### src/led_palette_animator_top_macros.svh
// Assertion macros shared by the palette animator modules.
`ifndef LED_PALETTE_ANIMATOR_TOP_MACROS_SVH
`define LED_PALETTE_ANIMATOR_TOP_MACROS_SVH

// Consequent must hold on the clock edge after the antecedent.
`define LPA_ASSERT_NEXT(name, clk, rst, pre, post) \
   name: assert property (@(posedge clk) disable iff (rst) (pre) |=> (post)) \
      else $error("palette animator assertion failed");

// Consequent must hold on the same clock edge as the antecedent.
`define LPA_ASSERT_NOW(name, clk, rst, pre, post) \
   name: assert property (@(posedge clk) disable iff (rst) (pre) |-> (post)) \
      else $error("palette animator assertion failed");

`endif

### src/lpa_pkg.sv
// Shared types, codes and constants of the LED palette animator.
package lpa_pkg;

   localparam int DEF_MAX_LEDS      = 64;
   localparam int DEF_PALETTE_DEPTH = 16;

   localparam int DIV_STEPS = 32;
   localparam int COUNT_W   = $clog2(DIV_STEPS);

   localparam int CSR_INDEX_W = 3;
   localparam int CSR_DATA_W  = 32;

   localparam logic [CSR_INDEX_W-1:0] REG_MODE         = 3'd0;
   localparam logic [CSR_INDEX_W-1:0] REG_PERIOD_MS    = 3'd1;
   localparam logic [CSR_INDEX_W-1:0] REG_PALETTE_SIZE = 3'd2;
   localparam logic [CSR_INDEX_W-1:0] REG_LED_COUNT    = 3'd3;
   localparam logic [CSR_INDEX_W-1:0] REG_START_TIME   = 3'd4;

   localparam logic CMD_WRITE  = 1'b0;
   localparam logic CMD_RENDER = 1'b1;

   localparam logic MODE_JUMP   = 1'b0;
   localparam logic MODE_SCROLL = 1'b1;

   localparam logic [15:0] RST_PERIOD_MS    = 16'd1000;
   localparam logic [4:0]  RST_PALETTE_SIZE = 5'd1;
   localparam logic [6:0]  RST_LED_COUNT    = 7'd1;
   localparam logic [31:0] RST_START_TIME   = 32'd0;

   typedef enum logic [2:0] {
      ST_IDLE,
      ST_DIV1,
      ST_MID,
      ST_DIV2,
      ST_START,
      ST_SHOW
   } lpa_state_type;

   typedef struct packed {
      logic pal_write;
      logic load_div1;
      logic div_step;
      logic load_div2;
      logic start_leds;
      logic advance;
   } lpa_cmd_type;

   typedef struct packed {
      logic last_led;
   } lpa_status_type;

endpackage

### src/lpa_ctrl.sv
// Sequencer for the palette animator: divisions, then one LED per cycle while responses are taken.
`include "led_palette_animator_top_macros.svh"

module lpa_ctrl (
   input  logic                 clock,
   input  logic                 reset,
   input  logic                 req_valid,
   input  logic                 req_command,
   output logic                 req_ready,
   output logic                 rsp_valid,
   input  logic                 rsp_ready,
   input  lpa_pkg::lpa_status_type status,
   output lpa_pkg::lpa_cmd_type    cmd
);

   localparam logic [lpa_pkg::COUNT_W-1:0] COUNT_LAST =
      lpa_pkg::COUNT_W'(lpa_pkg::DIV_STEPS - 1);

   lpa_pkg::lpa_state_type state_ff, state_in;
   logic [lpa_pkg::COUNT_W-1:0] count_ff, count_in;

   always_ff @(posedge clock) begin
      if (reset) begin
         state_ff <= lpa_pkg::ST_IDLE;
         count_ff <= '0;
      end else begin
         state_ff <= state_in;
         count_ff <= count_in;
      end
   end

   always_comb begin
      state_in  = state_ff;
      count_in  = count_ff;
      cmd       = '0;
      req_ready = 1'b0;
      rsp_valid = 1'b0;
      case (state_ff)
         lpa_pkg::ST_IDLE: begin
            // No request is taken while reset is held.
            req_ready = !reset;
            if (req_valid && !reset) begin
               if (req_command == lpa_pkg::CMD_RENDER) begin
                  cmd.load_div1 = 1'b1;
                  count_in      = '0;
                  state_in      = lpa_pkg::ST_DIV1;
               end else begin
                  cmd.pal_write = 1'b1;
               end
            end
         end
         lpa_pkg::ST_DIV1: begin
            cmd.div_step = 1'b1;
            count_in     = count_ff + 1'b1;
            if (count_ff == COUNT_LAST) begin
               state_in = lpa_pkg::ST_MID;
            end
         end
         lpa_pkg::ST_MID: begin
            cmd.load_div2 = 1'b1;
            count_in      = '0;
            state_in      = lpa_pkg::ST_DIV2;
         end
         lpa_pkg::ST_DIV2: begin
            cmd.div_step = 1'b1;
            count_in     = count_ff + 1'b1;
            if (count_ff == COUNT_LAST) begin
               state_in = lpa_pkg::ST_START;
            end
         end
         lpa_pkg::ST_START: begin
            cmd.start_leds = 1'b1;
            state_in       = lpa_pkg::ST_SHOW;
         end
         lpa_pkg::ST_SHOW: begin
            rsp_valid = 1'b1;
            if (rsp_ready) begin
               if (status.last_led) begin
                  state_in = lpa_pkg::ST_IDLE;
               end else begin
                  cmd.advance = 1'b1;
               end
            end
         end
         default: begin
            state_in = lpa_pkg::ST_IDLE;
         end
      endcase
   end

   `LPA_ASSERT_NEXT(a_render_starts_div, clock, reset,
      req_valid && req_ready && req_command == lpa_pkg::CMD_RENDER,
      state_ff == lpa_pkg::ST_DIV1 && count_ff == '0)
   `LPA_ASSERT_NEXT(a_div2_then_start, clock, reset,
      state_ff == lpa_pkg::ST_DIV2 && count_ff == COUNT_LAST,
      state_ff == lpa_pkg::ST_START)
   `LPA_ASSERT_NEXT(a_last_ends_frame, clock, reset,
      rsp_valid && rsp_ready && status.last_led,
      state_ff == lpa_pkg::ST_IDLE && req_ready)

endmodule

### src/lpa_dp.sv
// Datapath: settings, palette memory, shared serial divider and LED counters.
`include "led_palette_animator_top_macros.svh"

module lpa_dp #(
   parameter int MAX_LEDS      = lpa_pkg::DEF_MAX_LEDS,
   parameter int PALETTE_DEPTH = lpa_pkg::DEF_PALETTE_DEPTH
) (
   input  logic                              clock,
   input  logic                              reset,
   input  logic                              csr_write_en,
   input  logic [lpa_pkg::CSR_INDEX_W-1:0]   csr_index,
   input  logic [lpa_pkg::CSR_DATA_W-1:0]    csr_write_data,
   input  logic [31:0]                       req_now_ms,
   input  logic [3:0]                        req_entry_index,
   input  logic [7:0]                        req_entry_hue,
   input  logic [7:0]                        req_entry_sat,
   input  logic [7:0]                        req_entry_val,
   input  lpa_pkg::lpa_cmd_type              cmd,
   output lpa_pkg::lpa_status_type           status,
   output logic [5:0]                        rsp_led_index,
   output logic [7:0]                        rsp_hue,
   output logic [7:0]                        rsp_sat,
   output logic [7:0]                        rsp_val,
   output logic                              rsp_last
);

   localparam int AW = $clog2(PALETTE_DEPTH);
   localparam logic [4:0] SIZE_CAP = (PALETTE_DEPTH > 31) ? 5'd31 : 5'(PALETTE_DEPTH);
   localparam logic [6:0] LED_CAP  = 7'(MAX_LEDS);

   // Settings.
   logic        mode_ff;
   logic [15:0] period_ff;
   logic [4:0]  size_ff;
   logic [6:0]  leds_ff;
   logic [31:0] start_ff;

   always_ff @(posedge clock) begin
      if (reset) begin
         mode_ff   <= lpa_pkg::MODE_JUMP;
         period_ff <= lpa_pkg::RST_PERIOD_MS;
         size_ff   <= lpa_pkg::RST_PALETTE_SIZE;
         leds_ff   <= lpa_pkg::RST_LED_COUNT;
         start_ff  <= lpa_pkg::RST_START_TIME;
      end else if (csr_write_en) begin
         case (csr_index)
            lpa_pkg::REG_MODE:         mode_ff   <= csr_write_data[0];
            lpa_pkg::REG_PERIOD_MS:    period_ff <= csr_write_data[15:0];
            lpa_pkg::REG_PALETTE_SIZE: size_ff   <= csr_write_data[4:0];
            lpa_pkg::REG_LED_COUNT:    leds_ff   <= csr_write_data[6:0];
            lpa_pkg::REG_START_TIME:   start_ff  <= csr_write_data[31:0];
            default: ;
         endcase
      end
   end

   logic [15:0] per_eff;
   logic [4:0]  size_eff;
   logic [6:0]  leds_eff;

   always_comb begin
      per_eff  = (period_ff == '0) ? 16'd1 : period_ff;
      if (size_ff == '0) begin
         size_eff = 5'd1;
      end else if (size_ff > SIZE_CAP) begin
         size_eff = SIZE_CAP;
      end else begin
         size_eff = size_ff;
      end
      if (leds_ff == '0) begin
         leds_eff = 7'd1;
      end else if (leds_ff > LED_CAP) begin
         leds_eff = LED_CAP;
      end else begin
         leds_eff = leds_ff;
      end
   end

   // Restoring divider, one quotient bit per step. The dividend register
   // collects the quotient as its bits shift out.
   logic [31:0] dividend_ff, dividend_in;
   logic [15:0] rem_ff, rem_in;
   logic [15:0] divisor_ff, divisor_in;
   logic [16:0] trial;
   logic [16:0] trial_diff;
   logic        trial_ge;
   logic [20:0] product;

   assign trial      = {rem_ff, dividend_ff[31]};
   assign trial_ge   = trial >= {1'b0, divisor_ff};
   assign trial_diff = trial - {1'b0, divisor_ff};
   assign product    = 21'(rem_ff) * 21'(size_eff);

   always_comb begin
      dividend_in = dividend_ff;
      rem_in      = rem_ff;
      divisor_in  = divisor_ff;
      if (cmd.load_div1) begin
         dividend_in = req_now_ms - start_ff;
         rem_in      = '0;
         divisor_in  = per_eff;
      end else if (cmd.load_div2) begin
         rem_in = '0;
         if (mode_ff == lpa_pkg::MODE_JUMP) begin
            dividend_in = dividend_ff;
            divisor_in  = 16'(size_eff);
         end else begin
            dividend_in = 32'(product);
            divisor_in  = per_eff;
         end
      end else if (cmd.div_step) begin
         dividend_in = {dividend_ff[30:0], trial_ge};
         rem_in      = trial_ge ? trial_diff[15:0] : trial[15:0];
      end
   end

   always_ff @(posedge clock) begin
      dividend_ff <= dividend_in;
      rem_ff      <= rem_in;
      divisor_ff  <= divisor_in;
   end

   // Palette memory and LED walk.
   logic [23:0] palette [PALETTE_DEPTH];
   logic [23:0] rd_ff;
   logic [4:0]  sel_ff;
   logic [4:0]  sel_next;
   logic [4:0]  base;
   logic [5:0]  led_ff;
   logic [AW-1:0] rd_addr;

   assign base = (mode_ff == lpa_pkg::MODE_JUMP) ? rem_ff[4:0] : dividend_ff[4:0];

   always_comb begin
      if (mode_ff == lpa_pkg::MODE_SCROLL) begin
         sel_next = (sel_ff + 5'd1 == size_eff) ? 5'd0 : sel_ff + 5'd1;
      end else begin
         sel_next = sel_ff;
      end
      rd_addr = cmd.start_leds ? AW'(base) : AW'(sel_next);
   end

   always_ff @(posedge clock) begin
      if (cmd.pal_write && 32'(req_entry_index) < PALETTE_DEPTH) begin
         palette[AW'(req_entry_index)] <= {req_entry_hue, req_entry_sat, req_entry_val};
      end
      if (cmd.start_leds || cmd.advance) begin
         rd_ff <= palette[rd_addr];
      end
   end

   always_ff @(posedge clock) begin
      if (cmd.start_leds) begin
         sel_ff <= base;
         led_ff <= '0;
      end else if (cmd.advance) begin
         sel_ff <= sel_next;
         led_ff <= led_ff + 6'd1;
      end
   end

   assign status.last_led = (7'(led_ff) + 7'd1) == leds_eff;

   assign rsp_led_index = led_ff;
   assign rsp_hue       = rd_ff[23:16];
   assign rsp_sat       = rd_ff[15:8];
   assign rsp_val       = rd_ff[7:0];
   assign rsp_last      = status.last_led;

   `LPA_ASSERT_NEXT(a_led_counts_up, clock, reset,
      cmd.advance, led_ff == $past(led_ff) + 6'd1)
   `LPA_ASSERT_NEXT(a_jump_holds_entry, clock, reset,
      cmd.advance && mode_ff == lpa_pkg::MODE_JUMP, $stable(sel_ff))

endmodule

### src/led_palette_animator_top.sv
// Top level of the LED palette animator: controller plus datapath.
//
//   channel   direction  handshake                    payload
//   req       in         req_valid / req_ready        command, now_ms, entry_*
//   rsp       out        rsp_valid / rsp_ready        led_index, hue, sat, val, last
//   csr       in         csr_write_en (no wait)       csr_index, csr_write_data
//
// A palette write request gives no response. A render request runs two
// 32-step serial divisions on the shared divider, then one LED leaves per
// cycle from the registered palette read while responses are taken at once.
// Reset is synchronous and active high; it restores the settings and idles
// the sequencer. The palette is not cleared and holds garbage until written.
// A stalled response holds its fields; no new request is taken until the
// last LED of a frame has been delivered.
module led_palette_animator_top #(
   parameter int MAX_LEDS      = lpa_pkg::DEF_MAX_LEDS,
   parameter int PALETTE_DEPTH = lpa_pkg::DEF_PALETTE_DEPTH
) (
   input  logic                            clock,
   input  logic                            reset,
   input  logic                            csr_write_en,
   input  logic [lpa_pkg::CSR_INDEX_W-1:0] csr_index,
   input  logic [lpa_pkg::CSR_DATA_W-1:0]  csr_write_data,
   input  logic                            req_valid,
   output logic                            req_ready,
   input  logic                            req_command,
   input  logic [31:0]                     req_now_ms,
   input  logic [3:0]                      req_entry_index,
   input  logic [7:0]                      req_entry_hue,
   input  logic [7:0]                      req_entry_sat,
   input  logic [7:0]                      req_entry_val,
   output logic                            rsp_valid,
   input  logic                            rsp_ready,
   output logic [5:0]                      rsp_led_index,
   output logic [7:0]                      rsp_hue,
   output logic [7:0]                      rsp_sat,
   output logic [7:0]                      rsp_val,
   output logic                            rsp_last
);

   // Commands flow from the sequencer to the datapath; the datapath reports
   // back only whether the current LED is the final one of the frame.
   lpa_pkg::lpa_cmd_type    cmd;
   lpa_pkg::lpa_status_type status;

   lpa_ctrl u_ctrl (
      .clock       (clock),
      .reset       (reset),
      .req_valid   (req_valid),
      .req_command (req_command),
      .req_ready   (req_ready),
      .rsp_valid   (rsp_valid),
      .rsp_ready   (rsp_ready),
      .status      (status),
      .cmd         (cmd)
   );

   // The datapath holds the settings, the palette, the divider and the
   // response registers that stay steady while the consumer stalls.
   lpa_dp #(
      .MAX_LEDS      (MAX_LEDS),
      .PALETTE_DEPTH (PALETTE_DEPTH)
   ) u_dp (
      .clock           (clock),
      .reset           (reset),
      .csr_write_en    (csr_write_en),
      .csr_index       (csr_index),
      .csr_write_data  (csr_write_data),
      .req_now_ms      (req_now_ms),
      .req_entry_index (req_entry_index),
      .req_entry_hue   (req_entry_hue),
      .req_entry_sat   (req_entry_sat),
      .req_entry_val   (req_entry_val),
      .cmd             (cmd),
      .status          (status),
      .rsp_led_index   (rsp_led_index),
      .rsp_hue         (rsp_hue),
      .rsp_sat         (rsp_sat),
      .rsp_val         (rsp_val),
      .rsp_last        (rsp_last)
   );

endmodule

### config.mk
export PLATFORM = sky130hd
export DESIGN_NAME = led_palette_animator_top
export DESIGN_NICKNAME = d
export VERILOG_FILES = /design/src/lpa_pkg.sv /design/src/lpa_ctrl.sv /design/src/lpa_dp.sv /design/src/led_palette_animator_top.sv
export VERILOG_INCLUDE_DIRS = /design/src /design/src/src
export SDC_FILE = /design/constraint.sdc
export NUM_CORES = 1
export LEC_CHECK = 0
export BUFFER_PORTS_ARGS = -buffer_cell sky130_fd_sc_hd__buf_2
export CORE_MARGIN = 2
export CORE_UTILIZATION = 50
export CTS_CLUSTER_DIAMETER = 50
export DETAILED_ROUTE_END_ITERATION = 16
export PLACE_DENSITY = 0.67
export SYNTH_ARGS = -nofsm -noshare
export SYNTH_HDL_FRONTEND = slang
export SYNTH_SLANG_ARGS = --single-unit
### constraint.sdc
create_clock -name clock -period 5.3 [get_ports clock]
set_input_delay 0 -clock clock [delete_from_list [all_inputs] [get_ports clock]]
set_output_delay 0 -clock clock [all_outputs]
set_load 0.01 [all_outputs]
==> flow_summary.ini <==
[grt]
grt_usage = 0.240
grt_pass1_vias = 18608
gr-total-overflow = 0
antenna_found_initial = 1
grt_start_max_net_pins = 92
grt_first_pass_wirelength_um = 105000

[yosys]
synth_edf_count = 461
avgSynthCellArea_um2 = 11.9
synth_cell_types = 76
synthArstFlopShare = 0
yosysWarnings = 0
synth-main-ff-cell = edfxtp_1
synthCells = 2285
yosysSeqAreaShare = 0.578
synth-seq-cells = 552
post_synth_instance_area_mm2 = 0.0271
syn-num-nets = 2510

[die]
chipWidth_um = 237
start_util = 0.505
dieArea_mm2 = 0.0561
dieHeight_um = 237
rows = 85
core_mm2 = 0.0537
ioPinCount = 134

[clocking]
cts.path.max_buffers = 3
cts_root_buf = clkbuf_16
htree_levels = 2
clk_latency_ns = 0.64
cts_tree = built
clkTransAtPathRegs_ns = 0.06
clock_sinks = 552
numCtsBuffers = 61

[cells_and_area]
final_common_cell = edfxtp_1
drive_above_1_share = 0.133
final_cell_mix = edfxtp_1 (461), nand2_1 (202), a21oi_1 (196)
stdcell_count = 3245
fill_cells = 4303
layout.nets = 2723
syn_to_final_growth_pct = 16.3

[timing]
drv_slew = 0
min_period_ns = 5.02
setup_ws_ns = 0.276
relSlewSlack = 0.167
fin_setup_tns_ns = 0
hold_viol_final = 0
min_period_over_period = 0.948
fmaxAchievable_ghz = 0.199
tightest_slew_ns = 1.25
rsz0062_at_grt = false
fin_skew_ns = 0.0257
finalSetupViolations = 0

[setup_path]
max_stage_delay_ns = 0.54
crit_top_cell = fa_1
crit_type = register to register
start_kind = register
required_ns = 5.64
arrival_ns = 5.37
critPathMaxFanout = 18
critical-path-slowest-cell = fa_1
crit_chain = nor2b_1 -> buf_4 -> and2_1 -> fa_1 -> fa_1 -> inv_1 -> fa_1 -> inv_1 -> ha_1 -> a21o_1 -> a21o_1 -> a21oi_1 -> o311ai_1 -> a2111oi_1 -> or3_1 -> xor2_1 -> o221ai_1
worstSetupEndpointType = register

[place]
post-place-cells = 3033
dp_hpwl_um = 41300
pre_cts_ws_ns = 0.301
io_buffers = 133
gp_congestion = 0.904

[detailed_routing]
drc = 0
drtIter0Drc = 1576
via_per_inst = 5.74
first_pass_iters = 5
ant_nets = 0
via_count = 18622
wl_um = 67800
drt-wirelength-per-cell_um = 20.9

[run_status]
outcome = complete, no violations

[job]
cap_violations = 0

[power_and_ir_drop]
clkPwrFrac = 0.401
power.share.switching = 0.257
power_density_mw_per_mm2 = 325
sequentialPowerShare = 0.482
intPower_mw = 7.61
ir_drop_mv = 0.442
leakage_nw = 12.0
p_comb_frac = 0.117
p_switching_mw = 2.64
power.total_mw = 10.3

[hold_path]
hold_class = primary input to register
worst max-delay path, delay by kind of cell (launching register included):
| family | cells | cell delay (ns) |
|---|---|---|
| compound gates | 6 | 1.51 |
| xor+xnor | 1 | 0.17 |
| fa+ha+maj | 4 | 1.88 |
| buf+inv | 3 | 0.31 |
| flops | 1 | 0.35 |
| simple gates | 3 | 0.53 |
worst paths after layout:
| kind | start | end | slack (ns) | cells after the start |
|---|---|---|---|---|
| max | u_dp.size_ff[3]$_SDFFE_PP0P_ | u_dp.dividend_ff[17]$_DFFE_PP_ | 0.28 | 17 |
| min | req_now_ms[7] | u_dp.dividend_ff[7]$_DFFE_PP_ | 0.04 | 4 |
| max reg2reg | u_dp.size_ff[3]$_SDFFE_PP0P_ | u_dp.dividend_ff[17]$_DFFE_PP_ | 0.28 | 17 |
| min reg2reg | u_dp.start_ff[2]$_SDFFE_PP0P_ | u_dp.start_ff[2]$_SDFFE_PP0P_ | 0.46 | 2 |
repair_timing:
action / 4_1_cts / 5_1_grt
hold buffers: 98 / 0
setup endpoints to repair: 0 / 1
setup buffers: 0 / 0
endpoints found under the hold margin: 451 / 0
gates resized for setup: 0 / 2
Yosys cell counts, types with 43 or more instances:
master,n,share of area
a21o_1,46,0.013
fa_1,44,0.033
o21ai_0,116,0.021
a22oi_1,70,0.019
nand2_1,202,0.028
dfxtp_1,91,0.067
a21oi_1,198,0.037
nand2b_1,61,0.014
nand3_1,43,0.0079
clkbuf_1,87,0.012
inv_1,150,0.021
edfxtp_1,461,0.51
mux2i_1,89,0.033
and2_1,73,0.017
ha_1,80,0.037
nor2_1,63,0.0087
final cells by class:
class | count | area [um2] | area share
Timing Repair Buffer | 271 | 2000 | 0.0634
Inverter | 151 | 567 | 0.0180
Multi-Input combinational cell | 1461 | 10500 | 0.332
Antenna cell | 1 | 2.50 | 0.0000794
Tap cell | 696 | 871 | 0.0276
Clock inverter | 36 | 363 | 0.0115
Sequential cell | 552 | 15700 | 0.497
Clock buffer | 77 | 1600 | 0.0506
stage by stage:
| step | cell area [um2] | util | hold WS [ns] |
|---|---|---|---|
| floorplan | 27100 | - | 0.0989 |
| global placement | 28600 | 0.532 | 0.242 |
| detailed placement | 28600 | 0.532 | 0.248 |
| CTS | 31500 | 0.587 | 0.00949 |
| global route | 31500 | 0.587 | 0.0549 |
| finish | 31500 | 0.587 | 0.0356 |
metal layers:
metal | track usage | routed length [um] | vias up | share of wire
met4 | 0.0911 | 2330 | 0 | 0.034
met1 | 0.302 | 27700 | 9215 | 0.41
met2 | 0.426 | 34600 | 484 | 0.51
met5 | 0 | 0 | - | 0
li1 | - | - | 8777 | -
met3 | 0.0298 | 3160 | 146 | 0.047
power groups by stage:
| stage | Combinational (mW) | Clock, mW | Sequential [mW] |
|---|---|---|---|
| after floorplan | 0.836 | 0 | 4.97 |
| after global placement | 1.11 | 0 | 5.02 |
| after detailed placement | 1.14 | 0 | 5.03 |
| after CTS | 1.20 | 4.16 | 4.94 |
| after global routing | 1.34 | 4.33 | 4.96 |
| final | 1.20 | 4.11 | 4.95 |
registers in the layout, summed over array words and instances (netlist names), 6 cells and up:
register / flops
u_dp.dividend_ff: 32
u_dp.divisor_ff: 16
u_dp.leds_ff: 7
u_dp.palette: 384
u_dp.period_ff: 16
u_dp.rd_ff: 24
u_dp.rem_ff: 16
u_dp.rsp_led_index: 6
u_dp.start_ff: 32
kinds of logic (layout without fill, tap and decap cells):
family,count (synthesis),in the layout,share of synthesized area
other,0,1,0
XOR/XNOR,73,73,0.0241
multiplexers,119,119,0.0458
buffers and inverters,272,535,0.0408
AO/OA/AOI/OAI,586,586,0.138
AND/OR/NAND/NOR,559,559,0.104
adder cells (fa/ha/maj),124,124,0.0694
flip-flops,552,552,0.578
Note: power is estimated with default switching activity, not from simulation.
